## src/hdl/lpi_pkg.sv

```systemverilog
// ----------------------------------------------------------------------------
// lpi_pkg
// Shared widths, types and register codes of the line/plane intersection unit.
// ----------------------------------------------------------------------------
package lpi_pkg;

  localparam int FRAC_BITS = 16;
  localparam int DATA_W    = 32;
  localparam int PROD_W    = 2 * DATA_W;
  localparam int ACC_W     = 66;
  localparam int MAG_W     = 64;
  localparam int Q_BITS    = 32;
  localparam int CFG_IDX_W = 8;

  typedef enum logic [CFG_IDX_W-1:0] {
    REG_PLANE_A = 8'd0,
    REG_PLANE_B = 8'd1,
    REG_PLANE_C = 8'd2,
    REG_PLANE_D = 8'd3
  } lpi_reg_e;

  // Per-item values that ride along with the arithmetic.
  typedef struct packed {
    logic signed [DATA_W-1:0] px;
    logic signed [DATA_W-1:0] py;
    logic signed [DATA_W-1:0] pz;
    logic signed [DATA_W-1:0] vx;
    logic signed [DATA_W-1:0] vy;
    logic signed [DATA_W-1:0] vz;
    logic                     par;
    logic                     tneg;
  } lpi_side_t;

  // State of one division step.
  typedef struct packed {
    logic [MAG_W-1:0]  rem;
    logic [Q_BITS-1:0] quo;
    logic [MAG_W-1:0]  den;
    logic [MAG_W-1:0]  num;
    logic              big;
    lpi_side_t         side;
  } lpi_div_t;

endpackage

```

## src/hdl/lpi_div_stage.sv

```systemverilog
// ----------------------------------------------------------------------------
// lpi_div_stage
// One registered restoring-division step: shift in a numerator bit, subtract.
// ----------------------------------------------------------------------------
module lpi_div_stage import lpi_pkg::*; (
  input  logic     clk_i,
  input  logic     rst_ni,
  input  logic     en_i,
  input  logic     valid_i,
  input  logic     nbit_i,
  input  lpi_div_t data_i,
  output logic     valid_o,
  output lpi_div_t data_o
);

  logic            valid_q;
  lpi_div_t        data_q;
  lpi_div_t        data_d;
  logic [MAG_W:0]  shifted;
  logic [MAG_W:0]  diff;
  logic            ge;

  always_comb begin
    shifted = {data_i.rem, nbit_i};
    diff    = shifted - {1'b0, data_i.den};
    // sign of the difference tells whether the divisor fits
    ge      = ~diff[MAG_W];
    data_d      = data_i;
    data_d.rem  = ge ? diff[MAG_W-1:0] : shifted[MAG_W-1:0];
    data_d.quo  = {data_i.quo[Q_BITS-2:0], ge};
  end

  always_ff @(posedge clk_i or negedge rst_ni) begin
    if (!rst_ni) begin
      valid_q <= 1'b0;
    end else if (en_i) begin
      valid_q <= valid_i;
    end
  end

  always_ff @(posedge clk_i) begin
    if (en_i) begin
      data_q <= data_d;
    end
  end

  assign valid_o = valid_q;
  assign data_o  = data_q;

endmodule

```

## config.mk

```make
export PLATFORM = sky130hd
export DESIGN_NAME = lpi_div_stage
export DESIGN_NICKNAME = d
export VERILOG_FILES = /design/src/hdl/lpi_pkg.sv /design/src/hdl/lpi_div_stage.sv
export SDC_FILE = /design/constraint.sdc
export NUM_CORES = 1
export LEC_CHECK = 0
export BUFFER_PORTS_ARGS = -buffer_cell sky130_fd_sc_hd__buf_4
export CORE_AREA = 3 3 325 327
export DETAILED_ROUTE_END_ITERATION = 10
export DIE_AREA = 0 0 328 330
export GPL_TIMING_DRIVEN = 0
export SYNTH_ARGS = -nofsm -noshare
export SYNTH_HDL_FRONTEND = slang
export SYNTH_SLANG_ARGS = --single-unit
```

## constraint.sdc

```tcl
create_clock -name clk_i -period 0.86 [get_ports clk_i]
set_clock_uncertainty 0.1 [all_clocks]
set_input_delay 0.129 -clock clk_i [delete_from_list [all_inputs] [get_ports clk_i]]
set_output_delay 0.129 -clock clk_i [all_outputs]
set_load 0.01 [all_outputs]
```

Word level (Yosys, flattened, before mapping)
Index checks and enable logic that the tools add are counted.
Cells by class
  $add $sub $neg: 1
  muxes and demuxes: 1
  bitwise gates (word level): 1
Operator list (count)
  $sub A65 B64 Y65: 1
  $mux W64: 1
  $not A1 Y1: 1
Storage, ports and cells
  register bits: 420
  input bits: 424

Logic depth before layout (Yosys ltp)
Gate-level depths: netlist (run 1).
  word-level depth: 2
  mapped depth: 17
  mapped depth without buffers: 13

Worst setup path before layout (run 1)
OpenSTA, ideal clock, no wires.
  kind: in2reg
  from: input port data_i[266] (netlist bit)
  to: register data_q, in the netlist data_o[412], data pin
  library setup time: 260 ps
  data arrival time: 2887 ps
  setup slack: -2388 ps
  cell stages on the path: 17
  cell sequence: inv_1 > ha_1 > buf_2 > a21oi_2 > nor2_1 > o41ai_4 > o22ai_2 > o21ai_2 > a211oi_2 > or3_1 > buf_6 > and3_1 > buf_6 > inv_4 > buf_6 > buf_8 > mux2_4
RTL lines
  start: declaration: RTL line lpi_div_stage.sv:11  | input lpi_div_t data_i,
  end signal: assignment: RTL line lpi_div_stage.sv:43  | data_q <= data_d;
  end: declaration: RTL line lpi_div_stage.sv:17  | lpi_div_t data_q;

==> results of run 1 <==
cell type report:
class                      instances  area (um2)  area share [%]
antenna                           12       30.03         0.08665
timing repair buffer            1307       12620           36.41
sequential                       420       12610           36.38
clock buffer                      63        1374           3.964
buffer                            20       185.2          0.5344
inverter                          88       372.9           1.076
multi-input combinational        641        5378           15.52
tap                             1380        1727           4.982
clock inverter                    33       364.1           1.051
routing by layer:
layer,vias to the layer above,track usage (%),part of all wire [%],wire length (um)
met5,-,0,0.13,118
met4,18,5.982,3.8,3540
met3,149,6.151,9.6,9064
met2,738,26.50,47,44710
met1,7709,19.02,39,36720
li1,7210,-,-,-
kinds of logic (layout without fill, tap and decap cells):
family	Yosys count	in the layout	synth area share, %
simple gates	222	222	6.429
other cells	0	12	0
buf+inv	123	1511	2.937
flops	420	420	70.80
fa+ha+maj	65	65	4.609
xor+xnor	54	54	2.656
mux	60	60	3.752
compound gates	240	240	8.818
worst min-delay path by stage:
| stage | to | slack (ns) | cells past startpoint |
|---|---|---|---|
| floorplan | valid_o | -0.27 | 0 |
| global placement | valid_o | -0.19 | 1 |
| detailed placement | valid_o | -0.19 | 1 |
| CTS | data_o[259] | -0.51 | 1 |
| global route | data_o[259] | -0.48 | 1 |
| finish | data_o[259] | -0.42 | 1 |
registers in the layout, summed over array words and instances (netlist names):
signal / cells
data_o: 419
valid_o: 1
through the flow:
stage / cell area, um2 / hold slack, ns
3_3_place_gp: 26080 / -0.1949
6_report: 34650 / -0.4211
3_5_place_dp: 26200 / -0.1942
2_1_floorplan: 18030 / -0.2666
4_1_cts: 33690 / -0.5059
5_1_grt: 34640 / -0.4762
cells in the mapped netlist (all sizes together) (14+ instances only):
library cell and n:
a21o 32, a21oi 80, mux2 51, clkbuf 21
o21ai 44, nor2 46, nor3 14, nand2 67
buf 14, inv 88, edfxtp 419, xnor2 32
ha 64, nand4 22, xor2 22
repair_timing:
action | CTS | global route
resized for setup | 386 | 169
buffers inserted | 19 | 20
gates cloned | 0 | 4
setup endpoints to repair | 720 | 725
pin swaps | 19 | 26
endpoints found under the hold margin | 481 | 72
hold buffers | 410 | 8
power groups by stage:
stage / Sequential [mW] / Combinational (mW) / Clock [mW]
2_1_floorplan: 26.8 / 3.82 / 0
3_3_place_gp: 25.9 / 11.9 / 0
3_5_place_dp: 25.8 / 12.0 / 0
4_1_cts: 25.7 / 15.1 / 23.3
5_1_grt: 26.0 / 16.8 / 24.1
6_report: 25.8 / 15.9 / 22.5
==> results.json, run 1 <==
{
  "clockPowerShare_pct": 35.1,
  "cp_num_buf_inv": 5,
  "p_int_mw": 46.78,
  "fmax_mhz": 344.1,
  "cts_tree": "done",
  "clk_latency_ns": 0.64,
  "final_common_cell": "buf_4",
  "core-area_mm2": 0.1032,
  "instances_no_fill": 3964,
  "final_util_pct": 33.58,
  "path_cells": "buf_8, inv_12, ha_4, fa_2, nor2b_4, o211ai_1, a21o_2, o22ai_4, o21ai_4, a211oi_4, or3_4, and3_4, clkinv_8, buf_12, buf_12, mux2_4",
  "area_delta_synth_final_pct": 94.61,
  "crit_end": "data_o[412]",
  "start_util_pct": 17.25,
  "worst_ep_arrival_time_ns": 3.19,
  "async_flop_share_pct": 0.2381,
  "finalSetupTns_ns": -623.92,
  "startpoint_type": "input port",
  "crit_fanout": 8,
  "dr.pass1.iters": 5,
  "drt_iter0_drc": 1102,
  "timing.hold.ws_ns": -0.4211,
  "cp_slowest_cell": "fa_2",
  "grt_overflow": 0,
  "reg2reg_slack_ns": -0.02,
  "nets": 3020,
  "hold_path_startpoint": "data_i[259]",
  "violations": "hold timing, setup timing",
  "die_area_mm2": 0.1082,
  "layout_common_cells": "466 x buf_4, 419 x edfxtp_1, 418 x dlygate4sd3_1, 413 x buf_6, 78 x inv_1",
  "hp-class": "in2reg",
  "critPathMostFrequentCell": "buf_12",
  "vias": 15820,
  "cts.path.max_buffers": 3,
  "cts.clk_slew.worst_paths_ns": 0.06,
  "clkSinkCount": 420,
  "yosys-top-cells-area": "edfxtp_1 71%, ha_1 4.5%, mux2_2 3.2%, a21oi_1 2.2%, inv_1 1.8%",
  "layout_setup_ws_ns": -2.046,
  "syn-num-nets": 1673,
  "yosysTopAreaCell": "edfxtp_1",
  "crit_type": "in2reg",
  "crit_start": "nbit_i",
  "synth.avg_cell_area_um2": 15.04,
  "finalWirelength_um": 94160,
  "syn_area_mm2": 0.01781,
  "total_power_mw": 64.24,
  "drive_above_1_share_pct": 44.21,
  "rsz0062_at_grt": "true",
  "vias_per_cell": 3.992,
  "post-synth-top-area-fraction_pct": 70.66,
  "relSlewSlack_pct": 49.49,
  "synth_edf_count": 419,
  "maxCapViolCount": 0,
  "power.share.switching_pct": 27.17,
  "setup_viol": 905,
  "post-place-ws_ns": -3.656,
  "end_kind": "flip-flop",
  "postSynthCellCount": 1184,
  "drv_slew": 0,
  "yosysUniqueCellTypes": 76,
  "worstRegToRegCells": 1,
  "reg2reg_to": "valid_o",
  "power_density_mw_per_mm2": 1854,
  "p_leak_nw": 14.23,
  "worstMarginPinSlew_ns": 0.7577,
  "dp_hpwl_um": 71750,
  "die_w_um": 328,
  "yosys_register_bits": 420,
  "synth_ff_type": "edfxtp_1",
  "io_buffer_count": 842,
  "grt_pass1_vias": 16170,
  "status": "complete, but fails checks",
  "drc": 0,
  "period_share_pct": 338.0,
  "p_comb_share_pct": 24.7,
  "grt_use_total_pct": 16.09,
  "grt_max_degree": 122,
  "ir_worst_vdd_v": 0.001533,
  "seqPwrFrac_pct": 40.2,
  "dpl.cell_count": 3410,
  "hold_viol": 5,
  "die_height_um": 330,
  "htreeDepth": 2,
  "synth_warnings": 0,
  "grt_pass1_wl_um": 123300,
  "antenna_found_initial": 33,
  "switching_power_mw": 17.46,
  "slowest_delay_ns": 0.36,
  "required_ns": 1.15,
  "rows": 118,
  "yosysSeqAreaShare_pct": 70.80,
  "path_delay_family": "compound AO/OA/AOI/OAI gates",
  "io_pins": 844,
  "path_depth": 16,
  "gp_congestion": 0.9061,
  "detail-route-antenna-nets": 0,
  "nFillCells": 10030,
  "numCtsBuffers": 53,
  "routedWlPerCell_um": 23.75,
  "cts-root-buf": "clkbuf_16",
  "fin_crit_ns": 2.906,
  "r2r-start": "valid_o"
}
(Power assumes the default switching activity.)
==> run 2: changes to the inputs <==
Settings changed: CORE_AREA 3 3 325 327 to 2 2 324 326, DIE_AREA 0 0 328 330 to 0 0 326 328, SKIP_LAST_GASP set to 1.
==> run 2 against run 1 <==
The run still ends with hold timing, setup timing left. Clock power up 7%. Total power up 1.8%. Sequential power about the same. Sequential cell count unchanged. Largest cell class is now flip-flops and latches.
==> results.json, run 2 (synthesis results as in run 1) <==
{
  "status": "complete, but fails checks",
  "violations": "hold timing, setup timing",
  "maxCapViolCount": 0,
  "dr.max_layer_used": "met5",
  "rows": 118,
  "grt_use_total_pct": 16.99,
  "drt_iter0_drc": 981,
  "drive_above_1_share_pct": 43.79,
  "numCtsBuffers": 52,
  "rsz0062_at_grt": "true",
  "instances_no_fill": 3958,
  "final_common_cell": "buf_4",
  "htreeDepth": 2,
  "io_pins": 844,
  "grt_pass1_wl_um": 127300,
  "path_cells": "buf_4, inv_1, ha_4, a21o_1, a21o_1, a21oi_4, o221ai_1, o21ba_2, a211oi_2, buf_4, o211ai_1, and3_4, buf_12, inv_12, buf_12, buf_12, buf_12, a31o_4",
  "die_height_um": 328,
  "cts-root-buf": "clkbuf_16",
  "critPathMostFrequentCell": "buf_12",
  "detail-route-antenna-nets": 0,
  "drv_slew": 0,
  "clk_latency_ns": 0.65,
  "antenna_found_initial": 38,
  "hp-class": "in2reg",
  "core-area_mm2": 0.1032,
  "cts.clk_slew.worst_paths_ns": 0.06,
  "p_leak_nw": 14.14,
  "crit_fanout": 7,
  "required_ns": 1.17,
  "fin_crit_ns": 2.958,
  "worstRegToRegCells": 1,
  "cts.path.max_buffers": 3,
  "wl_met1_um": 39440,
  "cts_tree": "done",
  "final_util_pct": 33.35,
  "r2r-start": "valid_o",
  "cp_slowest_cell": "o21ba_2",
  "timing.hold.ws_ns": -0.4205,
  "area_delta_synth_final_pct": 93.29,
  "slowest_delay_ns": 0.31,
  "hold_path_startpoint": "data_i[259]",
  "finalSetupTns_ns": -353.90,
  "hold_viol": 93,
  "ir_worst_vdd_v": 0.001994,
  "vias_per_cell": 3.969,
  "start_util_pct": 17.25,
  "worst_ep_arrival_time_ns": 3.27,
  "relSlewSlack_pct": 51.93,
  "grt_overflow": 0,
  "die_w_um": 326,
  "dr.pass1.iters": 5,
  "drc": 0,
  "worstMarginPinSlew_ns": 0.7156,
  "total_power_mw": 65.40,
  "startpoint_type": "input port",
  "io_buffer_count": 842,
  "clkSinkCount": 420,
  "finalWirelength_um": 97100,
  "layout_setup_ws_ns": -2.098,
  "nets": 3014,
  "routedWlPerCell_um": 24.53,
  "power_density_mw_per_mm2": 1900,
  "crit_start": "data_i[292]",
  "gp_congestion": 0.9051,
  "post-place-ws_ns": -3.696,
  "wl_met2_um": 45130,
  "grt_pass1_vias": 16120,
  "whs_path_depth": 1,
  "layout_common_cells": "500 x buf_4, 419 x edfxtp_1, 417 x dlygate4sd3_1, 379 x buf_6, 81 x inv_1",
  "largest_reg_flops": 419,
  "setup_viol": 486,
  "period_share_pct": 343.9,
  "die_area_mm2": 0.1069,
  "crit_type": "in2reg",
  "wl_met3_um": 8830,
  "vias": 15710,
  "grt_max_degree": 123,
  "reg2reg_slack_ns": -0.01,
  "end_kind": "flip-flop",
  "fmax_mhz": 338.1,
  "dpl.cell_count": 3409,
  "dp_hpwl_um": 74600
}
[run 2: cell count changes in the layout (fill, tap and decap cells not counted), moves of 4 or more]
cell       delta
buf_4        +34
buf_6        -34
mux2_2       +11
mux2_4       -11
inv_4         -5
a21oi_2       -4
buf_8         -4
bufinv_16     +4
clkinv_4      +4
[run 2: worst paths after layout]
check                               to
max                        data_o[418]
min                        data_o[259]
max reg2reg                    valid_o
min reg2reg                    valid_o
max in group asynchronous      valid_o
min in group asynchronous      valid_o
[run 2: area by class of cell]
cell class / count / area, um2
timing repair buffer: 1298 / 12360
tap: 1380 / 1727
multi-input combinational: 641 / 5269
fill: 10130 / 68780
antenna: 9 / 22.52
clock buffer: 59 / 1328
buffer: 24 / 222.7
clock inverter: 39 / 525.5
inverter: 88 / 360.3
sequential: 420 / 12610
[run 2: timing repair]
item,CTS,global route
hold buffers,408,9
endpoints found under the setup margin,817,817
pin swaps,15,27
setup buffers,20,13
hold endpoints to repair,496,101
resized for setup,56,417
cloned,0,5
[run 2: stage by stage]
step / hold WS [ns] / cell area [um2]
after global routing: -0.4725 / 34410
after global placement: -0.1953 / 26080
after detailed placement: -0.1924 / 26170
after floorplan: -0.2666 / 18030
final: -0.4205 / 34420
after CTS: -0.4922 / 32530
[run 2: worst max-delay path, delay by kind of cell]
| kind | cells | cell delay [ns] |
|---|---|---|
| adders and majority gates | 1 | 0.24 |
| AOI/OAI and AO/OA | 8 | 1.66 |
| buffers and inverters | 8 | 0.96 |
| and+or+nand+nor | 1 | 0.25 |
[run 2: power by group]
group | leakage [nW] | total, mW | internal, mW | switching (mW)
Sequential | 4.11 | 25.8 | 24.9 | 0.921
Combinational | 9.14 | 15.6 | 8.40 | 7.17
Clock | 0.887 | 24.0 | 14.3 | 9.76
Total | 14.1 | 65.4 | 47.6 | 17.9
[run 2: per-layer routing]
metal | track usage [%] | up-vias
met5 | 0 | -
met4 | 5.249 | 28
met3 | 6.021 | 146
met2 | 27.69 | 673
met1 | 20.98 | 7672
li1 | - | 7190
==> run 3: changes to the inputs <==
Settings changed: SETUP_SLACK_MARGIN set to 0.3.
==> run 3 against run 2 <==
The run still ends with hold timing, setup timing left. Critical path depth down 1. Core utilization down 0.16 points. Clock-buffer cell count unchanged. First-iteration DRC count fell by 13%. Sequential cell count did not move. Sequential share of layout area is 0.18 points higher. Largest cell class unchanged.
==> results.json, run 3 (synthesis results as in run 1) <==
{
  "dpl.cell_count": 3409,
  "routedWlPerCell_um": 24.91,
  "fin_crit_ns": 2.954,
  "drv_slew": 0,
  "htreeDepth": 2,
  "die_area_mm2": 0.1069,
  "core-area_mm2": 0.1032,
  "grt_overflow": 0,
  "multi_input_area_mm2": 0.005275,
  "drive_above_1_share_pct": 45.04,
  "crit_fanout": 7,
  "setup_viol": 486,
  "rows": 118,
  "drc": 0,
  "r2r-start": "valid_o",
  "gp_congestion": 0.9051,
  "cts.path.max_buffers": 3,
  "cp_num_buf_inv": 7,
  "cts.clk_slew.worst_paths_ns": 0.06,
  "hold_buffers": 360,
  "dp_hpwl_um": 74600,
  "cts-root-buf": "clkbuf_16",
  "ff_latch_area_mm2": 0.01261,
  "fmax_mhz": 338.6,
  "largest_reg_flops": 419,
  "violations": "hold timing, setup timing",
  "die_w_um": 326,
  "clk_latency_ns": 0.65,
  "ir_worst_vdd_v": 0.001540,
  "path_delay_family": "compound AO/OA/AOI/OAI gates",
  "end_kind": "flip-flop",
  "slowest_delay_ns": 0.34,
  "start_util_pct": 17.25,
  "nets": 2974,
  "vias": 15600,
  "dr.pass1.iters": 5,
  "vias_per_cell": 3.981,
  "critPathMostFrequentCell": "buf_12",
  "rsz0062_at_grt": "true",
  "crit_start": "data_i[292]",
  "io_buffer_count": 842,
  "antenna_found_initial": 39,
  "p_leak_nw": 14.09,
  "nFillCells": 10130,
  "io_pins": 844,
  "area_delta_synth_final_pct": 92.36,
  "crit_type": "in2reg",
  "final_util_pct": 33.19,
  "grt_pass1_vias": 16020,
  "power_density_mw_per_mm2": 1914,
  "required_ns": 1.17,
  "layout_common_cells": "468 x buf_4, 419 x edfxtp_1, 407 x buf_6, 360 x dlygate4sd3_1, 81 x inv_1",
  "finalWirelength_um": 97640,
  "instances_no_fill": 3919,
  "die_height_um": 328,
  "detail-route-antenna-nets": 0,
  "maxCapViolCount": 0,
  "hold_viol": 148,
  "layout_setup_ws_ns": -2.094,
  "relSlewSlack_pct": 45.95,
  "hp-class": "in2reg",
  "period_share_pct": 343.5,
  "startpoint_type": "input port",
  "cts_tree": "done",
  "grt_max_degree": 123,
  "grt_pass1_wl_um": 127500,
  "timing.hold.ws_ns": -0.4193,
  "hold_path_startpoint": "data_i[259]",
  "grt_use_total_pct": 17.03,
  "final_common_cell": "buf_4",
  "numCtsBuffers": 52,
  "cp_slowest_cell": "or3_1",
  "status": "complete, but fails checks",
  "path_cells": "buf_4, inv_1, ha_4, a21o_1, a21o_1, a21oi_4, o221ai_1, o21ba_2, a211oi_4, or3_1, buf_6, and3_4, buf_12, clkinv_16, buf_12, buf_12, mux2_4",
  "clkSinkCount": 420,
  "worst_ep_arrival_time_ns": 3.26,
  "drt_iter0_drc": 853,
  "worstMarginPinSlew_ns": 0.8040
}
[run 3: cell types whose count changed in the layout (fill, tap and decap cells not counted), sizes merged]
cell         before  now
inv              93   92
dlygate4sd3     417  360
buf             890  893
diode             9   10
clkinv           19   20
clkbuf           74   88
[run 3: through the flow]
stage / instance area [um2] / setup WS, ns / TNS [ns] / power [mW]
finish: 34250 / -2.094 / -356.43 / 65.57
global route: 34240 / -2.141 / -385.69 / 68.18
CTS: 33290 / -2.109 / -466.84 / 65.61
detailed placement: 26170 / -3.696 / -584.70 / 37.89
global placement: 26080 / -4.187 / -1932.87 / 37.93
floorplan: 18030 / -2.252 / -137.92 / 30.64
[run 3: final timing paths]
kind	endpoint	slack, ns	cells after the start
setup reg to reg	valid_o	0	1
min in group asynchronous	valid_o	0.24	3
max in group asynchronous	valid_o	0.31	3
hold / removal	data_o[259]	-0.42	1
hold reg to reg	valid_o	0.44	1
setup / recovery	data_o[412]	-2.09	17
[run 3: area by class of cell]
type / instances / share of cell area, %
well taps: 1380 / 5.041
plain buffers: 35 / 0.9315
repair buffers: 1247 / 35.25
diodes: 10 / 0.07306
flip-flops and latches: 420 / 36.81
clock buffers: 59 / 3.876
inverters: 88 / 1.092
clock inverters: 39 / 1.534
multi-input cells: 641 / 15.40
[run 3: per-layer routing]
layer	GRT usage, %	up-vias	wire (um)
met5	0	-	172
met4	5.169	28	2955
met3	6.310	138	8394
met2	27.88	677	46240
met1	20.80	7639	39880
li1	-	7120	-
[run 3: power breakdown]
part | internal [mW] | switching, mW
registers | 24.9 | 0.944
clock network | 14.3 | 9.76
logic | 8.49 | 7.23
total | 47.6 | 17.9
[run 3: repair_timing]
action	4_1_cts	5_1_grt
endpoints found under the setup margin	843	918
pin swaps	18	16
gates cloned	0	12
setup buffers	21	9
hold endpoints to repair	496	149
resized for setup	382	146
